$ cat src/glu_pkg.sv
package glu_pkg;

  localparam int MAX_GRID_WIDTH  = 256;
  localparam int MAX_GRID_HEIGHT = 256;
  localparam int FRACTION_BITS   = 16;

  localparam int ADDR_W     = 16;
  localparam int TILE_DEPTH = 1 << ADDR_W;
  localparam int SAMPLE_W   = 16;
  localparam int GRID_W     = 9;
  localparam int SPAN_W     = 31;
  localparam int LAT_W      = 31;
  localparam int LON_W      = 32;
  localparam int DIFF_W     = 33;
  localparam int CFG_W      = 32;
  localparam int ELEV_W     = SAMPLE_W + 8;

  localparam int COL_W = $clog2(MAX_GRID_WIDTH);
  localparam int ROW_W = $clog2(MAX_GRID_HEIGHT);
  localparam int IDX_W = (COL_W > ROW_W) ? COL_W : ROW_W;
  localparam int QW     = IDX_W + FRACTION_BITS;
  localparam int PROD_W = SPAN_W + IDX_W;

  localparam int TOP_W     = SAMPLE_W + FRACTION_BITS;
  localparam int ACC_W     = SAMPLE_W + 2 * FRACTION_BITS;
  localparam int OUT_SHIFT = 2 * FRACTION_BITS - 8;

  localparam logic [SAMPLE_W-1:0] SAMPLE_BIAS = SAMPLE_W'(1) << (SAMPLE_W - 1);
  localparam logic [ELEV_W-1:0]   ELEV_BIAS   = ELEV_W'(1) << (ELEV_W - 1);
  localparam logic [ACC_W-1:0]    ROUND_HALF  = ACC_W'(1) << (OUT_SHIFT - 1);

  typedef enum logic {
    OP_WRITE = 1'b0,
    OP_QUERY = 1'b1
  } op_t;

  typedef enum logic [2:0] {
    REG_NORTH_EDGE   = 3'd0,
    REG_WEST_EDGE    = 3'd1,
    REG_LAT_SPAN     = 3'd2,
    REG_LON_SPAN     = 3'd3,
    REG_GRID_WIDTH   = 3'd4,
    REG_GRID_HEIGHT  = 3'd5,
    REG_MISSING_CODE = 3'd6
  } reg_index_t;

  typedef struct packed {
    logic                valid;
    op_t                 op;
    logic [ADDR_W-1:0]   index;
    logic [SAMPLE_W-1:0] value;
    logic [GRID_W-1:0]   w;
    logic [GRID_W-1:0]   h;
    logic                lat_zero;
    logic                lat_full;
    logic                lon_zero;
    logic                lon_full;
  } tag_t;

  typedef struct packed {
    logic                     valid;
    logic [SAMPLE_W-1:0]      tl;
    logic [SAMPLE_W-1:0]      tr;
    logic [SAMPLE_W-1:0]      bl;
    logic [SAMPLE_W-1:0]      br;
    logic [FRACTION_BITS-1:0] fx;
    logic [FRACTION_BITS-1:0] fy;
    logic                     lastcol;
    logic                     lastrow;
  } blend_in_t;

  function automatic logic [IDX_W-1:0] nm1_of(input logic [GRID_W-1:0] n);
    logic [GRID_W-1:0] d;
    d = n - GRID_W'(1);
    return d[IDX_W-1:0];
  endfunction

endpackage

$ cat src/glu_blend.sv
module glu_blend (
  input  logic                          clk,
  input  logic                          rst,
  input  logic                          adv,
  input  glu_pkg::blend_in_t            in,
  input  logic [glu_pkg::SAMPLE_W-1:0]  missing_code,
  output logic                          out_valid,
  output logic [glu_pkg::ELEV_W-1:0]    elevation,
  output logic                          is_missing
);

  localparam int MT_W = glu_pkg::TOP_W + 2;
  localparam int MA_W = glu_pkg::TOP_W + glu_pkg::FRACTION_BITS + 2;

  typedef struct packed {
    logic                              valid;
    logic                              miss;
    logic [glu_pkg::TOP_W-1:0]         top;
    logic [glu_pkg::TOP_W-1:0]         bot;
    logic [glu_pkg::FRACTION_BITS-1:0] fy;
  } mix_stage_t;

  typedef struct packed {
    logic                      valid;
    logic                      miss;
    logic [glu_pkg::ACC_W-1:0] acc;
  } acc_stage_t;

  mix_stage_t d_q, d_next;
  acc_stage_t e_q, e_next;

  logic [glu_pkg::SAMPLE_W-1:0] trx, blx, brx;
  logic [glu_pkg::SAMPLE_W-1:0] utl, utr, ubl, ubr;
  logic                         dup;
  logic signed [glu_pkg::SAMPLE_W:0] dtop, dbot;
  logic signed [glu_pkg::FRACTION_BITS:0] fxs, fys;
  logic signed [MT_W-1:0] mt, mb, st_top, st_bot;
  logic signed [glu_pkg::TOP_W:0] dacc;
  logic signed [MA_W-1:0] ma, sacc;
  logic [glu_pkg::ACC_W-1:0] rsum;
  logic [glu_pkg::ELEV_W-1:0] rnd;

  always_comb begin
    dup = in.lastcol || in.lastrow;
    trx = in.lastcol ? in.tl : in.tr;
    blx = dup ? in.tl : in.bl;
    brx = dup ? trx : in.br;
    utl = in.tl ^ glu_pkg::SAMPLE_BIAS;
    utr = trx ^ glu_pkg::SAMPLE_BIAS;
    ubl = blx ^ glu_pkg::SAMPLE_BIAS;
    ubr = brx ^ glu_pkg::SAMPLE_BIAS;
    dtop = $signed({1'b0, utr}) - $signed({1'b0, utl});
    dbot = $signed({1'b0, ubr}) - $signed({1'b0, ubl});
    fxs  = $signed({1'b0, in.fx});
    mt = dtop * fxs;
    mb = dbot * fxs;
    st_top = $signed({2'b00, utl, {glu_pkg::FRACTION_BITS{1'b0}}}) + mt;
    st_bot = $signed({2'b00, ubl, {glu_pkg::FRACTION_BITS{1'b0}}}) + mb;
    d_next.valid = in.valid;
    d_next.miss  = (in.tl == missing_code) || (trx == missing_code) ||
                   (!dup && ((in.bl == missing_code) || (in.br == missing_code)));
    d_next.top = st_top[glu_pkg::TOP_W-1:0];
    d_next.bot = st_bot[glu_pkg::TOP_W-1:0];
    d_next.fy  = in.fy;
  end

  always_comb begin
    dacc = $signed({1'b0, d_q.bot}) - $signed({1'b0, d_q.top});
    fys  = $signed({1'b0, d_q.fy});
    ma   = dacc * fys;
    sacc = $signed({2'b00, d_q.top, {glu_pkg::FRACTION_BITS{1'b0}}}) + ma;
    e_next.valid = d_q.valid;
    e_next.miss  = d_q.miss;
    e_next.acc   = sacc[glu_pkg::ACC_W-1:0];
  end

  assign rsum = e_q.acc + glu_pkg::ROUND_HALF;
  assign rnd  = glu_pkg::ELEV_W'(rsum >> glu_pkg::OUT_SHIFT);

  always_ff @(posedge clk) begin
    if (rst) begin
      d_q.valid <= 1'b0;
      e_q.valid <= 1'b0;
      out_valid <= 1'b0;
    end else if (adv) begin
      d_q       <= d_next;
      e_q       <= e_next;
      out_valid <= e_q.valid;
      is_missing <= e_q.miss;
      if (e_q.miss) begin
        elevation <= {missing_code, {(glu_pkg::ELEV_W - glu_pkg::SAMPLE_W){1'b0}}};
      end else begin
        elevation <= rnd - glu_pkg::ELEV_BIAS;
      end
    end
  end

endmodule

$ cat config.mk
export PLATFORM = sky130hd
export DESIGN_NAME = glu_blend
export DESIGN_NICKNAME = d
export VERILOG_FILES = /design/src/glu_pkg.sv /design/src/glu_blend.sv
export SDC_FILE = /design/constraint.sdc
export NUM_CORES = 2
export LEC_CHECK = 0
export ABC_AREA = 0
export BUFFER_PORTS_ARGS = -buffer_cell sky130_fd_sc_hd__buf_2
export CORE_AREA = 2 2 411 413
export DETAILED_ROUTE_END_ITERATION = 10
export DIE_AREA = 0 0 413 415
export GPL_TIMING_DRIVEN = 0
export PLACE_DENSITY_LB_ADDON = 0.2
export SLEW_MARGIN = 20
export SYNTH_ARGS = -nofsm -noshare
export SYNTH_HDL_FRONTEND = slang
export SYNTH_SLANG_ARGS = --single-unit
$ cat constraint.sdc
create_clock -name clk -period 10.8 [get_ports clk]
set_input_delay 1.62 -clock clk [delete_from_list [all_inputs] [get_ports clk]]
set_output_delay 1.62 -clock clk [all_outputs]
set_load 0.02 [all_outputs]
==> qor.json <==
{
  "setup_path": {
    "timing.reg2reg.worst_path_depth": 33,
    "worst-path-max-fanout": 10,
    "reg2reg_from": "d_q[49]",
    "cpPeakStageDelay_ns": 0.57,
    "reg2reg_setup_slack_ns": 0.68,
    "crit_path_frequent_cell": "fa_1",
    "worst_ep_arrival_time_ns": 10.58,
    "worst_r2r_endpoint": "e_q[45]",
    "cp_slowest_cell": "fa_1",
    "timing_worst_setup_path_type": "in -> reg",
    "startpoint_type": "input pin",
    "worst-endpoint-required_ns": 10.98,
    "worst_setup_path_end_kind": "flop"
  },
  "global_routing": {
    "grt_pass1_wl_um": 247000,
    "antenna_found_initial": 11,
    "first_global_vias": 38400,
    "overflow": 0,
    "maximum_number_of_pins_on_one_net_before_global_route_repair": 29,
    "gr-usage-all-layers": 0.194
  },
  "timing": {
    "worst_slew_pin_slew_ns": 1.13,
    "final.setup_skew_ns": 0.0279,
    "timing.slew.headroom": 0.243,
    "drv_slew": 0,
    "finalHoldViolations": 0,
    "final_min_period_over_clock_period": 0.963,
    "layout_min_cycle_time_ns": 10.40,
    "setup_viol_count_final": 0,
    "rsz0062_at_grt": "false",
    "finalHoldWorstSlack_ns": 0.432,
    "timing.fmax_ghz": 0.0961
  },
  "floorplanning": {
    "core_area_sq_um": 167000,
    "initial_core_util": 0.299,
    "ios": 144,
    "die_area_sq_um": 171000,
    "num_rows": 150,
    "chipWidth_um": 413,
    "floorplan.die.height_um": 415
  },
  "detailed_routing": {
    "drt-initial-drc-count": 2029,
    "routed_wirelength_um": 162000,
    "drt_drc_violations_left": 0,
    "routed_via_density": 4.56,
    "drt-pass1-iter-count": 6,
    "drt.antenna.violating_nets": 0,
    "routed-via-count": 35500,
    "drt-wirelength-per-cell_um": 20.8
  },
  "clocking": {
    "clk_root_buffer_cell": "clkbuf_16",
    "clk-insertion-delay-late_ns": 0.53,
    "cts_sinks": 135,
    "cts_tree": "yes",
    "htreeDepth": 4,
    "post_cts_hold_buffer_count": 0,
    "cts-root-to-sink-buffers": 2,
    "cts.reportedPaths.clkPinSlew_ns": 0.07,
    "cts_buffers": 17
  },
  "placed_design": {
    "portBuffers": 124,
    "dp_wirelength_um": 141000,
    "place_congestion": 0.890
  },
  "synth": {
    "synth_seq_cells": 135,
    "count_of_cell_types_in_the_netlist": 74,
    "ys_async_sr_fraction": 0,
    "average_cell_area_after_synthesis_sq_um": 9.25,
    "synthesis.area_sq_um": 49800,
    "postSynth.topFlopCell": "edfxtp_1",
    "mappedNetlistNets": 6996,
    "synth_sequential_area_ratio": 0.0808,
    "synthesis.yosys.warnings": 0,
    "synth-edff-count": 132,
    "syn-instance-count": 5382
  },
  "hold_path": {
    "worstHoldPathCells": 0,
    "timing.hold.worst.start": "d_q[80]",
    "hold_end": "e_q[48]",
    "timing.hold.worst.class": "reg -> reg"
  },
  "layout": {
    "layout.cells.most_common": "inv_1",
    "commonest_cells_after_routing_fill_and_taps_aside": "inv_1 (1444), fa_1 (1109), and2_1 (536)",
    "num-nets-final": 7176,
    "post_route_cells_drive_above_1_share": 0.0592,
    "synth_to_layout_area_growth_pct": 10.2,
    "num-fill-cells": 17600
  },
  "flow_run": {
    "number_of_max_cap_violations": 0
  },
  "outcome": {
    "outcome": "finished clean"
  }
}
worst max path at each step:
stage	start	endpoint	slack (ns)	cells after the start
global placement	in[1]	d_q[79]	-2.38	33
CTS	in[1]	d_q[79]	0.002	36
detailed placement	in[1]	d_q[79]	-2.50	33
global route	in[1]	d_q[79]	0.001	38
floorplan	in[1]	d_q[46]	0.05	37
finish	in[1]	d_q[78]	0.40	34
worst max-delay path: cells and delay by family:
| kind | cells | cell delay (ns) |
|---|---|---|
| adder cells (fa/ha/maj) | 9 | 4.13 |
| XOR/XNOR | 1 | 0.32 |
| AND/OR/NAND/NOR | 6 | 1.11 |
| buffers and inverters | 6 | 0.79 |
| AO/OA/AOI/OAI | 10 | 2.16 |
| multiplexers | 2 | 0.41 |
per-stage QoR:
| stage | TNS (ns) | utilization | instances | area [sq um] | worst slack [ns] |
|---|---|---|---|---|---|
| 5_1_grt | 0 | 0.329 | 7778 | 54800 | 0.00137 |
| 2_1_floorplan | 0 | - | 5382 | 49800 | 0.0545 |
| 3_5_place_dp | -45.48 | 0.321 | 7717 | 53400 | -2.50 |
| 6_report | 0 | 0.329 | 7781 | 54900 | 0.398 |
| 4_1_cts | 0 | 0.327 | 7762 | 54500 | 0.00245 |
| 3_3_place_gp | -184.55 | 0.319 | 7710 | 53200 | -2.38 |
sequential cells by signal, indices dropped and copies added, names as in the netlist:
name,cells
d_q,82
e_q,27
elevation,24
is_missing,1
out_valid,1
cells by family (layout without fill, tap and decap cells):
kind of cell / after synthesis / after routing / synth area share
compound gates: 370 / 370 / 0.0486
xor+xnor: 259 / 259 / 0.0457
fa+ha+maj: 1496 / 1496 / 0.544
buf+inv: 1642 / 1834 / 0.124
flops: 135 / 135 / 0.0808
mux: 35 / 35 / 0.00704
other cells: 0 / 3 / 0
simple gates: 1445 / 1445 / 0.150
per-layer routing:
metal	GRT usage	up-vias	wire (um)
met4	0.0523	0	4460
li1	-	16200	-
met3	0.0183	145	6050
met2	0.331	792	78300
met5	0	-	0
met1	0.262	18400	73000
cell type report:
cell class,instances,area [sq um],share of cell area
Multi-Input combinational cell,3605,40200,0.732
Tap cell,2204,2760,0.0503
Inverter,1445,5430,0.0990
Sequential cell,135,4020,0.0734
Buffer,193,826,0.0151
Clock buffer,17,425,0.00776
Antenna cell,3,7.51,0.000137
Timing Repair Buffer,165,1020,0.0186
Clock inverter,14,189,0.00344
timing repair:
item,4_1_cts,5_1_grt
gates cloned,0,0
resized for setup,72,61
setup buffers,15,19
endpoints found under the setup margin,33,26
pin swaps,10,15
cells in the mapped netlist, types with 3 or more instances:
cell	instances	area (sq um)
inv_1	1445	5420
fa_1	1112	22300
and2_1	538	3370
nand2_1	516	1940
ha_1	384	4800
clkbuf_1	189	709
xnor2_1	186	1630
edfxtp_1	132	3960
nor2_1	109	409
a21oi_1	108	541
nor2b_1	90	563
xor2_1	72	631
o21ai_0	70	350
nand3_1	44	220
a21o_1	43	323
mux2i_1	35	350
nand2b_1	33	206
nand4_1	25	156
o21a_1	24	180
nor3_1	23	115
a211oi_1	16	120
and3_1	16	100
o21bai_1	16	120
nor4_1	13	81.3
o31ai_1	13	97.6
or3_1	12	75.1
a31oi_1	11	68.8
or2_2	9	56.3
a211o_1	6	52.6
o211ai_1	6	45.0
o31a_1	6	52.6
a21boi_0	5	37.5
a21oi_2	5	43.8
a31o_2	5	43.8
buf_2	5	25.0
a221o_1	4	40.0
nand3b_1	4	30.0
o21ai_1	4	20.0
dfxtp_1	3	60.1
o2111ai_1	3	26.3
Power is not shown: default switching activity piles up to over one toggle a cycle in this logic, so the estimate is an artifact.
